<file path="src/rtl/hsv_pkg.sv">
// ----------------------------------------------------------------------------
// hsv_pkg
// Shared constants and types of the HSV to RGB converter.
// ----------------------------------------------------------------------------
package hsv_pkg;

	localparam int HUE_W  = 17;
	localparam int Q8_W   = 9;
	localparam int CH_W   = 8;
	localparam int REM_W  = 14;
	localparam int FRAC_W = 8;
	localparam int LVL_W  = 26;

	localparam logic [HUE_W-1:0] HUE_SECTOR = 17'd15360;
	localparam logic [HUE_W-1:0] HUE_FULL   = 17'd92160;
	localparam logic [Q8_W-1:0]  ONE_Q8     = 9'd256;

	// floor(rem / 60) == (rem * RECIP60) >> RECIP_SH for rem < 15360
	localparam int RECIP_W  = 15;
	localparam int RECIP_SH = 20;
	localparam logic [RECIP_W-1:0] RECIP60 = 15'd17477;

	localparam int QDEPTH = 4;
	localparam int QPTR_W = $clog2(QDEPTH);
	localparam int QCNT_W = $clog2(QDEPTH + 1);

	localparam int CFG_IDX_W = 2;
	localparam logic [CFG_IDX_W-1:0] CFG_SAT = 2'd0;
	localparam logic [CFG_IDX_W-1:0] CFG_BRI = 2'd1;

	localparam logic [Q8_W-1:0] SAT_RESET = 9'd256;
	localparam logic [Q8_W-1:0] BRI_RESET = 9'd26;

	typedef enum logic [2:0] {
		SEC_RY = 3'd0,
		SEC_YG = 3'd1,
		SEC_GC = 3'd2,
		SEC_CB = 3'd3,
		SEC_BM = 3'd4,
		SEC_MR = 3'd5
	} sector_t;

	typedef struct packed {
		logic             grey;
		logic             black;
		sector_t          sector;
		logic [REM_W-1:0] rem;
	} hsv_item_t;

endpackage

</file>
<file path="src/rtl/hsv_front.sv">
// ----------------------------------------------------------------------------
// hsv_front
// Accepts hue items, unwraps 360 degrees and splits the hue into sector and
// remainder; flags grey and black items.
// ----------------------------------------------------------------------------
module hsv_front (
	input  logic                       clk,
	input  logic                       arst_n,
	input  logic                       push,
	output logic                       full,
	input  logic [hsv_pkg::HUE_W-1:0]  hue,
	input  logic                       sat_zero,
	output logic                       item_valid,
	output hsv_pkg::hsv_item_t         item,
	input  logic                       item_ready
);

	logic                      v_s1_q;
	hsv_pkg::hsv_item_t        item_s1;
	hsv_pkg::hsv_item_t        cls;
	logic [hsv_pkg::HUE_W-1:0] hue_w;
	logic [hsv_pkg::HUE_W-1:0] base;
	logic [3:0]                sec;
	logic                      accept;

	always_comb begin
		hue_w = (hue == hsv_pkg::HUE_FULL) ? '0 : hue;
		sec   = '0;
		base  = '0;
		for (int k = 1; k <= 8; k++) begin
			if (hue_w >= hsv_pkg::HUE_W'(k * int'(hsv_pkg::HUE_SECTOR))) begin
				sec  = 4'(k);
				base = hsv_pkg::HUE_W'(k * int'(hsv_pkg::HUE_SECTOR));
			end
		end
		cls.grey   = sat_zero;
		cls.black  = (sec > 4'd5);
		cls.sector = hsv_pkg::sector_t'(sec[2:0]);
		cls.rem    = hsv_pkg::REM_W'(hue_w - base);
	end

	assign full       = v_s1_q && !item_ready;
	assign accept     = push && !full;
	assign item_valid = v_s1_q;
	assign item       = item_s1;

	always_ff @(posedge clk or negedge arst_n) begin
		if (!arst_n) begin
			v_s1_q <= 1'b0;
		end else if (!v_s1_q || item_ready) begin
			v_s1_q <= accept;
		end
	end

	always_ff @(posedge clk) begin
		if (accept) begin
			item_s1 <= cls;
		end
	end

`ifndef NO_ASSERTIONS
	a_rem_range: assert property (@(posedge clk) disable iff (!arst_n)
		v_s1_q && !item_s1.black |-> item_s1.rem < hsv_pkg::REM_W'(hsv_pkg::HUE_SECTOR))
		else $error("front: remainder out of sector range");
`endif

endmodule

</file>
<file path="src/rtl/hsv_queue.sv">
// ----------------------------------------------------------------------------
// hsv_queue
// Short FIFO of classified items between front and back.
// ----------------------------------------------------------------------------
module hsv_queue (
	input  logic               clk,
	input  logic               arst_n,
	input  logic               wr_valid,
	input  hsv_pkg::hsv_item_t wr_item,
	output logic               wr_ready,
	output logic               rd_valid,
	output hsv_pkg::hsv_item_t rd_item,
	input  logic               rd_pop
);

	hsv_pkg::hsv_item_t           mem [hsv_pkg::QDEPTH];
	logic [hsv_pkg::QPTR_W-1:0]   wr_ptr_q;
	logic [hsv_pkg::QPTR_W-1:0]   rd_ptr_q;
	logic [hsv_pkg::QCNT_W-1:0]   cnt_q;
	logic                         do_wr;
	logic                         do_rd;

	assign wr_ready = (cnt_q != hsv_pkg::QCNT_W'(hsv_pkg::QDEPTH));
	assign rd_valid = (cnt_q != '0);
	assign rd_item  = mem[rd_ptr_q];
	assign do_wr    = wr_valid && wr_ready;
	assign do_rd    = rd_pop && rd_valid;

	always_ff @(posedge clk or negedge arst_n) begin
		if (!arst_n) begin
			wr_ptr_q <= '0;
			rd_ptr_q <= '0;
			cnt_q    <= '0;
		end else begin
			if (do_wr) begin
				wr_ptr_q <= wr_ptr_q + 1'b1;
			end
			if (do_rd) begin
				rd_ptr_q <= rd_ptr_q + 1'b1;
			end
			if (do_wr && !do_rd) begin
				cnt_q <= cnt_q + 1'b1;
			end else if (!do_wr && do_rd) begin
				cnt_q <= cnt_q - 1'b1;
			end
		end
	end

	always_ff @(posedge clk) begin
		if (do_wr) begin
			mem[wr_ptr_q] <= wr_item;
		end
	end

`ifndef NO_ASSERTIONS
	a_cnt_max: assert property (@(posedge clk) disable iff (!arst_n)
		cnt_q <= hsv_pkg::QCNT_W'(hsv_pkg::QDEPTH))
		else $error("queue: count above depth");
	a_ptr_gap: assert property (@(posedge clk) disable iff (!arst_n)
		(cnt_q == '0) |-> (wr_ptr_q == rd_ptr_q))
		else $error("queue: pointers differ while empty");
`endif

endmodule

</file>
<file path="src/rtl/hsv_back.sv">
// ----------------------------------------------------------------------------
// hsv_back
// Four-stage elastic pipeline: sector fraction, saturation products,
// brightness products, channel select and scaling to 8 bits.
// ----------------------------------------------------------------------------
module hsv_back (
	input  logic                       clk,
	input  logic                       arst_n,
	input  logic                       in_valid,
	input  hsv_pkg::hsv_item_t         in_item,
	output logic                       in_pop,
	input  logic [hsv_pkg::Q8_W-1:0]   sat,
	input  logic [hsv_pkg::Q8_W-1:0]   bri,
	output logic                       empty,
	input  logic                       pop,
	output logic [hsv_pkg::CH_W-1:0]   red,
	output logic [hsv_pkg::CH_W-1:0]   green,
	output logic [hsv_pkg::CH_W-1:0]   blue
);

	localparam int PS_W = 17;
	localparam int AP_W = 17;

	function automatic logic [hsv_pkg::CH_W-1:0] to_channel(
		input logic [hsv_pkg::LVL_W-1:0] lvl);
		logic [hsv_pkg::LVL_W+7:0] t;
		t = {lvl, 8'd0} - (hsv_pkg::LVL_W+8)'(lvl);
		if (t[hsv_pkg::LVL_W+7:32] != '0) begin
			return '1;
		end
		return t[31:24];
	endfunction

	logic v1_q, v2_q, v3_q, v4_q;
	logic adv1, adv2, adv3, adv4;

	logic [hsv_pkg::Q8_W-1:0] sat_c;

	logic                                        grey_s1, black_s1;
	hsv_pkg::sector_t                            sec_s1;
	logic [hsv_pkg::FRAC_W-1:0]                  frac_s1;
	logic [hsv_pkg::REM_W+hsv_pkg::RECIP_W-1:0]  fprod;

	logic                     grey_s2, black_s2;
	hsv_pkg::sector_t         sec_s2;
	logic [PS_W-1:0]          ps_s2, pc_s2;
	logic [hsv_pkg::Q8_W-1:0] aam_s2;

	logic                       grey_s3, black_s3;
	hsv_pkg::sector_t           sec_s3;
	logic [hsv_pkg::LVL_W-1:0]  bb_s3, cc_s3;
	logic [AP_W-1:0]            ap_s3;

	logic [hsv_pkg::LVL_W-1:0] full_l, aa_l, r_l, g_l, b_l;
	logic [hsv_pkg::CH_W-1:0]  red_s4, green_s4, blue_s4;

	assign sat_c = (sat > hsv_pkg::ONE_Q8) ? hsv_pkg::ONE_Q8 : sat;

	assign adv4   = !v4_q || pop;
	assign adv3   = !v3_q || adv4;
	assign adv2   = !v2_q || adv3;
	assign adv1   = !v1_q || adv2;
	assign in_pop = in_valid && adv1;
	assign empty  = !v4_q;
	assign red    = red_s4;
	assign green  = green_s4;
	assign blue   = blue_s4;

	assign fprod = (hsv_pkg::REM_W+hsv_pkg::RECIP_W)'(in_item.rem)
		* (hsv_pkg::REM_W+hsv_pkg::RECIP_W)'(hsv_pkg::RECIP60);

	always_ff @(posedge clk or negedge arst_n) begin
		if (!arst_n) begin
			v1_q <= 1'b0;
			v2_q <= 1'b0;
			v3_q <= 1'b0;
			v4_q <= 1'b0;
		end else begin
			if (adv1) v1_q <= in_valid;
			if (adv2) v2_q <= v1_q;
			if (adv3) v3_q <= v2_q;
			if (adv4) v4_q <= v3_q;
		end
	end

	always_ff @(posedge clk) begin
		if (adv1) begin
			grey_s1  <= in_item.grey;
			black_s1 <= in_item.black;
			sec_s1   <= in_item.sector;
			frac_s1  <= fprod[hsv_pkg::RECIP_SH+hsv_pkg::FRAC_W-1:hsv_pkg::RECIP_SH];
		end
		if (adv2) begin
			grey_s2  <= grey_s1;
			black_s2 <= black_s1;
			sec_s2   <= sec_s1;
			ps_s2    <= PS_W'(sat_c) * PS_W'(frac_s1);
			pc_s2    <= PS_W'(sat_c) * PS_W'(hsv_pkg::ONE_Q8 - hsv_pkg::Q8_W'(frac_s1));
			aam_s2   <= hsv_pkg::ONE_Q8 - sat_c;
		end
		if (adv3) begin
			grey_s3  <= grey_s2;
			black_s3 <= black_s2;
			sec_s3   <= sec_s2;
			bb_s3    <= hsv_pkg::LVL_W'(bri) * hsv_pkg::LVL_W'(17'h10000 - ps_s2);
			cc_s3    <= hsv_pkg::LVL_W'(bri) * hsv_pkg::LVL_W'(17'h10000 - pc_s2);
			ap_s3    <= AP_W'(bri) * AP_W'(aam_s2);
		end
		if (adv4) begin
			red_s4   <= to_channel(r_l);
			green_s4 <= to_channel(g_l);
			blue_s4  <= to_channel(b_l);
		end
	end

	always_comb begin
		full_l = {1'b0, bri, 16'd0};
		aa_l   = {1'b0, ap_s3, 8'd0};
		r_l    = '0;
		g_l    = '0;
		b_l    = '0;
		if (grey_s3) begin
			r_l = full_l;
			g_l = full_l;
			b_l = full_l;
		end else if (!black_s3) begin
			unique case (sec_s3)
				hsv_pkg::SEC_RY: begin r_l = full_l; g_l = cc_s3;  b_l = aa_l;   end
				hsv_pkg::SEC_YG: begin r_l = bb_s3;  g_l = full_l; b_l = aa_l;   end
				hsv_pkg::SEC_GC: begin r_l = aa_l;   g_l = full_l; b_l = cc_s3;  end
				hsv_pkg::SEC_CB: begin r_l = aa_l;   g_l = bb_s3;  b_l = full_l; end
				hsv_pkg::SEC_BM: begin r_l = cc_s3;  g_l = aa_l;   b_l = full_l; end
				hsv_pkg::SEC_MR: begin r_l = full_l; g_l = aa_l;   b_l = bb_s3;  end
				default: begin r_l = '0; g_l = '0; b_l = '0; end
			endcase
		end
	end

`ifndef NO_ASSERTIONS
	a_out_hold: assert property (@(posedge clk) disable iff (!arst_n)
		v4_q && !pop |=> v4_q && $stable(red_s4) && $stable(green_s4) && $stable(blue_s4))
		else $error("back: waiting result changed");
`endif

endmodule

</file>
<file path="src/rtl/hsv_to_rgb_converter.sv">
// ----------------------------------------------------------------------------
// hsv_to_rgb_converter
// HSV to RGB conversion with hue per item and saturation / brightness
// set through configuration registers.
// ----------------------------------------------------------------------------
//   channel   handshake           payload
//   input     push / full         hue[16:0]
//   result    empty / pop         red[7:0], green[7:0], blue[7:0]
//   config    cfg_valid/ready     cfg_index[1:0], cfg_data[8:0]
//
// One item per cycle sustained while results are popped; a result passes the front
// register, the queue and the four back stages on its way to the ports.
// The back pipeline is made of its three multiply levels and the channel select.
// Reset clears all valid state; saturation and brightness return to 256 and 26.
// A stalled result side fills the back stages and the four-entry queue
// before full rises; config writes are taken every cycle.
// ----------------------------------------------------------------------------
module hsv_to_rgb_converter (
	input  logic                            clk,
	input  logic                            arst_n,
	input  logic                            push,
	output logic                            full,
	input  logic [hsv_pkg::HUE_W-1:0]       hue,
	output logic                            empty,
	input  logic                            pop,
	output logic [hsv_pkg::CH_W-1:0]        red,
	output logic [hsv_pkg::CH_W-1:0]        green,
	output logic [hsv_pkg::CH_W-1:0]        blue,
	input  logic                            cfg_valid,
	output logic                            cfg_ready,
	input  logic [hsv_pkg::CFG_IDX_W-1:0]   cfg_index,
	input  logic [hsv_pkg::Q8_W-1:0]        cfg_data
);

	logic [hsv_pkg::Q8_W-1:0] sat_q;
	logic [hsv_pkg::Q8_W-1:0] bri_q;

	logic               f_valid, f_ready;
	hsv_pkg::hsv_item_t f_item;
	logic               q_valid, q_pop;
	hsv_pkg::hsv_item_t q_item;

	assign cfg_ready = 1'b1;

	always_ff @(posedge clk or negedge arst_n) begin
		if (!arst_n) begin
			sat_q <= hsv_pkg::SAT_RESET;
			bri_q <= hsv_pkg::BRI_RESET;
		end else if (cfg_valid && cfg_ready) begin
			if (cfg_index == hsv_pkg::CFG_SAT) begin
				sat_q <= cfg_data;
			end else if (cfg_index == hsv_pkg::CFG_BRI) begin
				bri_q <= cfg_data;
			end
		end
	end

	hsv_front u_front (
		.clk        (clk),
		.arst_n     (arst_n),
		.push       (push),
		.full       (full),
		.hue        (hue),
		.sat_zero   (sat_q == '0),
		.item_valid (f_valid),
		.item       (f_item),
		.item_ready (f_ready)
	);

	hsv_queue u_queue (
		.clk      (clk),
		.arst_n   (arst_n),
		.wr_valid (f_valid),
		.wr_item  (f_item),
		.wr_ready (f_ready),
		.rd_valid (q_valid),
		.rd_item  (q_item),
		.rd_pop   (q_pop)
	);

	hsv_back u_back (
		.clk      (clk),
		.arst_n   (arst_n),
		.in_valid (q_valid),
		.in_item  (q_item),
		.in_pop   (q_pop),
		.sat      (sat_q),
		.bri      (bri_q),
		.empty    (empty),
		.pop      (pop),
		.red      (red),
		.green    (green),
		.blue     (blue)
	);

endmodule

</file>
<file path="config.mk">
export PLATFORM = sky130hd
export DESIGN_NAME = hsv_to_rgb_converter
export DESIGN_NICKNAME = d
export VERILOG_FILES = /design/src/rtl/hsv_pkg.sv /design/src/rtl/hsv_front.sv /design/src/rtl/hsv_queue.sv /design/src/rtl/hsv_back.sv /design/src/rtl/hsv_to_rgb_converter.sv
export SDC_FILE = /design/constraint.sdc
export NUM_CORES = 2
export LEC_CHECK = 0
export BUFFER_PORTS_ARGS = -buffer_cell sky130_fd_sc_hd__clkbuf_2
export CORE_MARGIN = 4
export CORE_UTILIZATION = 40
export DETAILED_ROUTE_END_ITERATION = 10
export PLACE_DENSITY_LB_ADDON = 0.25
export REMOVE_ABC_BUFFERS = 1
export SYNTH_ARGS = -nofsm -noshare
export SYNTH_HDL_FRONTEND = slang
export SYNTH_HIERARCHICAL = 1
export SYNTH_SLANG_ARGS = --single-unit
</file>
<file path="constraint.sdc">
create_clock -name clk -period 11.3 [get_ports clk]
set_input_delay 2.26 -clock clk [delete_from_list [all_inputs] [get_ports clk]]
set_output_delay 2.26 -clock clk [all_outputs]
set_load 0.1 [all_outputs]
</file>
==> results.toml <==
[status]
status = "finished clean"

[synthesis]
synth_xor_area_share_pct = 4.41
synth_compound_area_share_pct = 8.82
async_flop_share_pct = 10.6
synth_cells = 3684
yosys_warnings = 6
synth_fa_ha_area_share_pct = 36.1
synth_area_sq_um = 35400
avgSynthCellArea_sq_um = 9.60
synth-edff-count = 252
yosys.area_share.simple_pct = 16.8
synth-main-ff-cell = "edfxtp_1"
ys_ff_latch = 282
synth_cell_types = 96
synth_top_family_by_area = "adder cells"
synthMuxAreaShare_pct = 1.98
yosysSeqAreaShare_pct = 23.5

[setup_path]
end_kind = "flip-flop"
crit_top_cell = "fa_1"
crit_type = "flip-flop to flip-flop"
cp-start-kind = "flip-flop"
cp_slowest_cell = "xor2_1"
critPathMaxFanout = 9
crit_chain = "or3_1 -> or2_2 -> nor3_1 -> nor4b_2 -> nand2_1 -> xor2_1 -> nand2_1 -> fa_1 -> inv_1 -> fa_1 -> fa_1 -> fa_1 -> inv_1 -> fa_1 -> inv_1 -> ha_1 -> nand2_1 -> nor2_1 -> a31oi_1 -> a211oi_1 -> o31a_1 -> a221o_1 -> a21oi_1 -> xnor2_1"
critPathBufInv = 3
crit_start = "u_back/pc_s2[3]$_DFFE_PP_"
r2r_cells = 24
crit_family = "adder cells"
cp.required_ps = 11570
rrSetupSlack_ps = 3610
crit_arrival_ps = 7960
r2r_end = "u_back/cc_s3[25]$_DFFE_PP_"
worstReg2RegStart = "u_back/pc_s2[3]$_DFFE_PP_"
critPathMaxStageDelay_ps = 660

[clock_network]
clockBufferDepth = 3
path_clk_slew_ps = 70
cts_tree = "built"
ctsHoldBuffers = 0
cts_root_buf = "clkbuf_16"
clock-sinks = 282
cts.repair.resized = 0
cts_setup_buffers = 0
h-tree-depth = 2
numCtsBuffers = 34
clk_latency_ps = 560

[grt]
first_global_vias = 25600
grt-ovfl-total = 0
gr-usage-all-layers_pct = 18.1
grt_max_degree = 105
grt_pass1_wl_um = 137000
antenna_found_initial = 1

[run]
maxCapViolCount = 0

[sta]
grt_setup_unrepaired = "no"
period_share_pct = 68.0
fmaxAchievable_mhz = 130
fin_tns_setup_ps = 0
finalHoldViolations = 0
hold_slack_ps = 419
finalClockSkew_ps = 30.1
slew_violations = 0
max_slew_margin_pct = 24.7
fin_crit_ps = 7690
setup_viol = 0
worst_pin_slew_ps = 1130

[drt]
vias = 24800
routed_wl_um = 82700
drcViolationCount = 0
first_pass_iters = 7
drt_iter0_markers = 1580
ant_nets = 0
detail_route.vias_per_cell = 5.12
wl_per_cell_um = 17.1

[place]
place_area_sq_um = 36700
gp_congestion = 0.890
io_buffers = 58
dp_hpwl_um = 64600

[floorplan]
ioPinCount = 60
dieWidth_um = 305
rows = 108
die_h_um = 305
die-area_sq_um = 93300
start_util_pct = 40.5
core-area_sq_um = 87300

[finish]
final_area_sq_um = 37800
layout-drive-gt1-share_pct = 6.10
num-nets-final = 4463
syn_to_final_growth_pct = 6.78
n_antenna_cell = 0

[worst_hold_path]
hold_end = "u_back/black_s3$_DFFE_PP_"
hold_path_class = "flip-flop to flip-flop"
hold_depth = 0
min_from = "u_back/black_s2$_DFFE_PP_"
==> placed cells by master (no fill, tap or decap), types with 15 or more instances in the layout <==
| cell | count |
|---|---|
| xnor2_1 | 128 |
| o21a_1 | 24 |
| a31oi_1 | 32 |
| inv_1 | 614 |
| a21oi_1 | 120 |
| nand2_1 | 428 |
| a21o_1 | 58 |
| clkbuf_2 | 58 |
| o21ai_0 | 80 |
| nand3_1 | 56 |
| and3_1 | 15 |
| edfxtp_1 | 252 |
| buf_4 | 33 |
| nand2b_1 | 41 |
| mux4_2 | 18 |
| nand3b_1 | 30 |
| xor2_1 | 50 |
| or3_1 | 24 |
| and2_1 | 269 |
| nor2_1 | 165 |
| nor3_1 | 49 |
| fa_1 | 419 |
| clkbuf_16 | 34 |
| mux2_2 | 18 |
| a211oi_1 | 16 |
| ha_1 | 349 |
| nor2b_1 | 43 |
| dfrtp_1 | 24 |
==> state kept, by name, summed over array words and instances, names as in the netlist, 8 cells and up <==
name,flops
u_queue/mem,76
u_back/bb_s3,26
u_back/cc_s3,25
u_front/item,19
u_back/ap_s3,17
u_back/ps_s2,17
u_back/pc_s2,16
bri_q,9
sat_q,9
u_back/aam_s2,9
u_back/blue,8
u_back/frac_s1,8
u_back/green,8
u_back/red,8
==> cells by family after synthesis <==
group,count (synthesis)
AND/OR/NAND/NOR,1181
multiplexers,43
adder cells (fa/ha/maj),768
XOR/XNOR,178
flip-flops,282
other,1
AO/OA/AOI/OAI,467
buffers and inverters,764
==> worst reg2reg max path, cell delays in order (launching register included) <==
cell and delay, ps:
edfxtp_1 400, or3_1 400, or2_2 310, nor3_1 170, nor4b_2 570, nand2_1 130, xor2_1 660, nand2_1 150
fa_1 500, inv_1 50, fa_1 510, fa_1 440, fa_1 540, inv_1 50, fa_1 530, inv_1 40
ha_1 370, nand2_1 150, nor2_1 60, a31oi_1 260, a211oi_1 160, o31a_1 350, a221o_1 310, a21oi_1 170
xnor2_1 110
==> cell usage after synthesis (24+ instances only) <==
| master | count | area, sq um |
|---|---|---|
| o21a_1 | 24 | 180 |
| or3_1 | 24 | 150 |
| nand3_1 | 57 | 285 |
| nand2_1 | 429 | 1610 |
| inv_1 | 614 | 2300 |
| xnor2_1 | 128 | 1120 |
| a21o_1 | 58 | 435 |
| and2_1 | 269 | 1680 |
| nor2b_1 | 43 | 269 |
| nand2b_1 | 41 | 257 |
| nand3b_1 | 30 | 225 |
| o21ai_0 | 80 | 400 |
| a31oi_1 | 32 | 200 |
| nor3_1 | 49 | 245 |
| fa_1 | 419 | 8390 |
| edfxtp_1 | 252 | 7570 |
| clkbuf_1 | 109 | 409 |
| ha_1 | 349 | 4370 |
| xor2_1 | 50 | 438 |
| dfrtp_1 | 26 | 651 |
| a21oi_1 | 120 | 601 |
| nor2_1 | 165 | 619 |
==> metal layers <==
metal	GRT usage [%]	wire (um)
met1	24.7	37900
met2	30.3	38900
met3	2.13	3330
met4	5.45	2640
met5	0	0
==> stage by stage <==
step / worst slack, ps / utilization [%] / cells
finish: 3610 / 43.3 / 4843
global route: 3100 / 43.3 / 4843
CTS: 3660 / 43.3 / 4843
detailed placement: 3700 / 42.0 / 4781
global placement: 3820 / 42.0 / 4781
floorplan: 4490 / - / 3535
==> area by class of cell <==
class                           instances  area [sq um]
Clock inverter                         22           194
Inverter                              615          2310
Clock buffer                           40           873
Fill cell                            8519         49500
Multi-Input combinational cell       2638         24100
Timing Repair Buffer                   91           538
Tap cell                             1155          1450
Sequential cell                       282          8330
==> worst max-delay path by stage <==
stage | end | cells past startpoint
2_1_floorplan | u_back/cc_s3[25]$_DFFE_PP_ | 23
3_3_place_gp | u_back/cc_s3[24]$_DFFE_PP_ | 22
3_5_place_dp | u_back/cc_s3[24]$_DFFE_PP_ | 22
4_1_cts | u_back/cc_s3[24]$_DFFE_PP_ | 22
5_1_grt | u_back/cc_s3[24]$_DFFE_PP_ | 22
6_report | u_back/cc_s3[25]$_DFFE_PP_ | 24
Power is not shown: default switching activity piles up to over one toggle a cycle in this logic, so the estimate is an artifact.
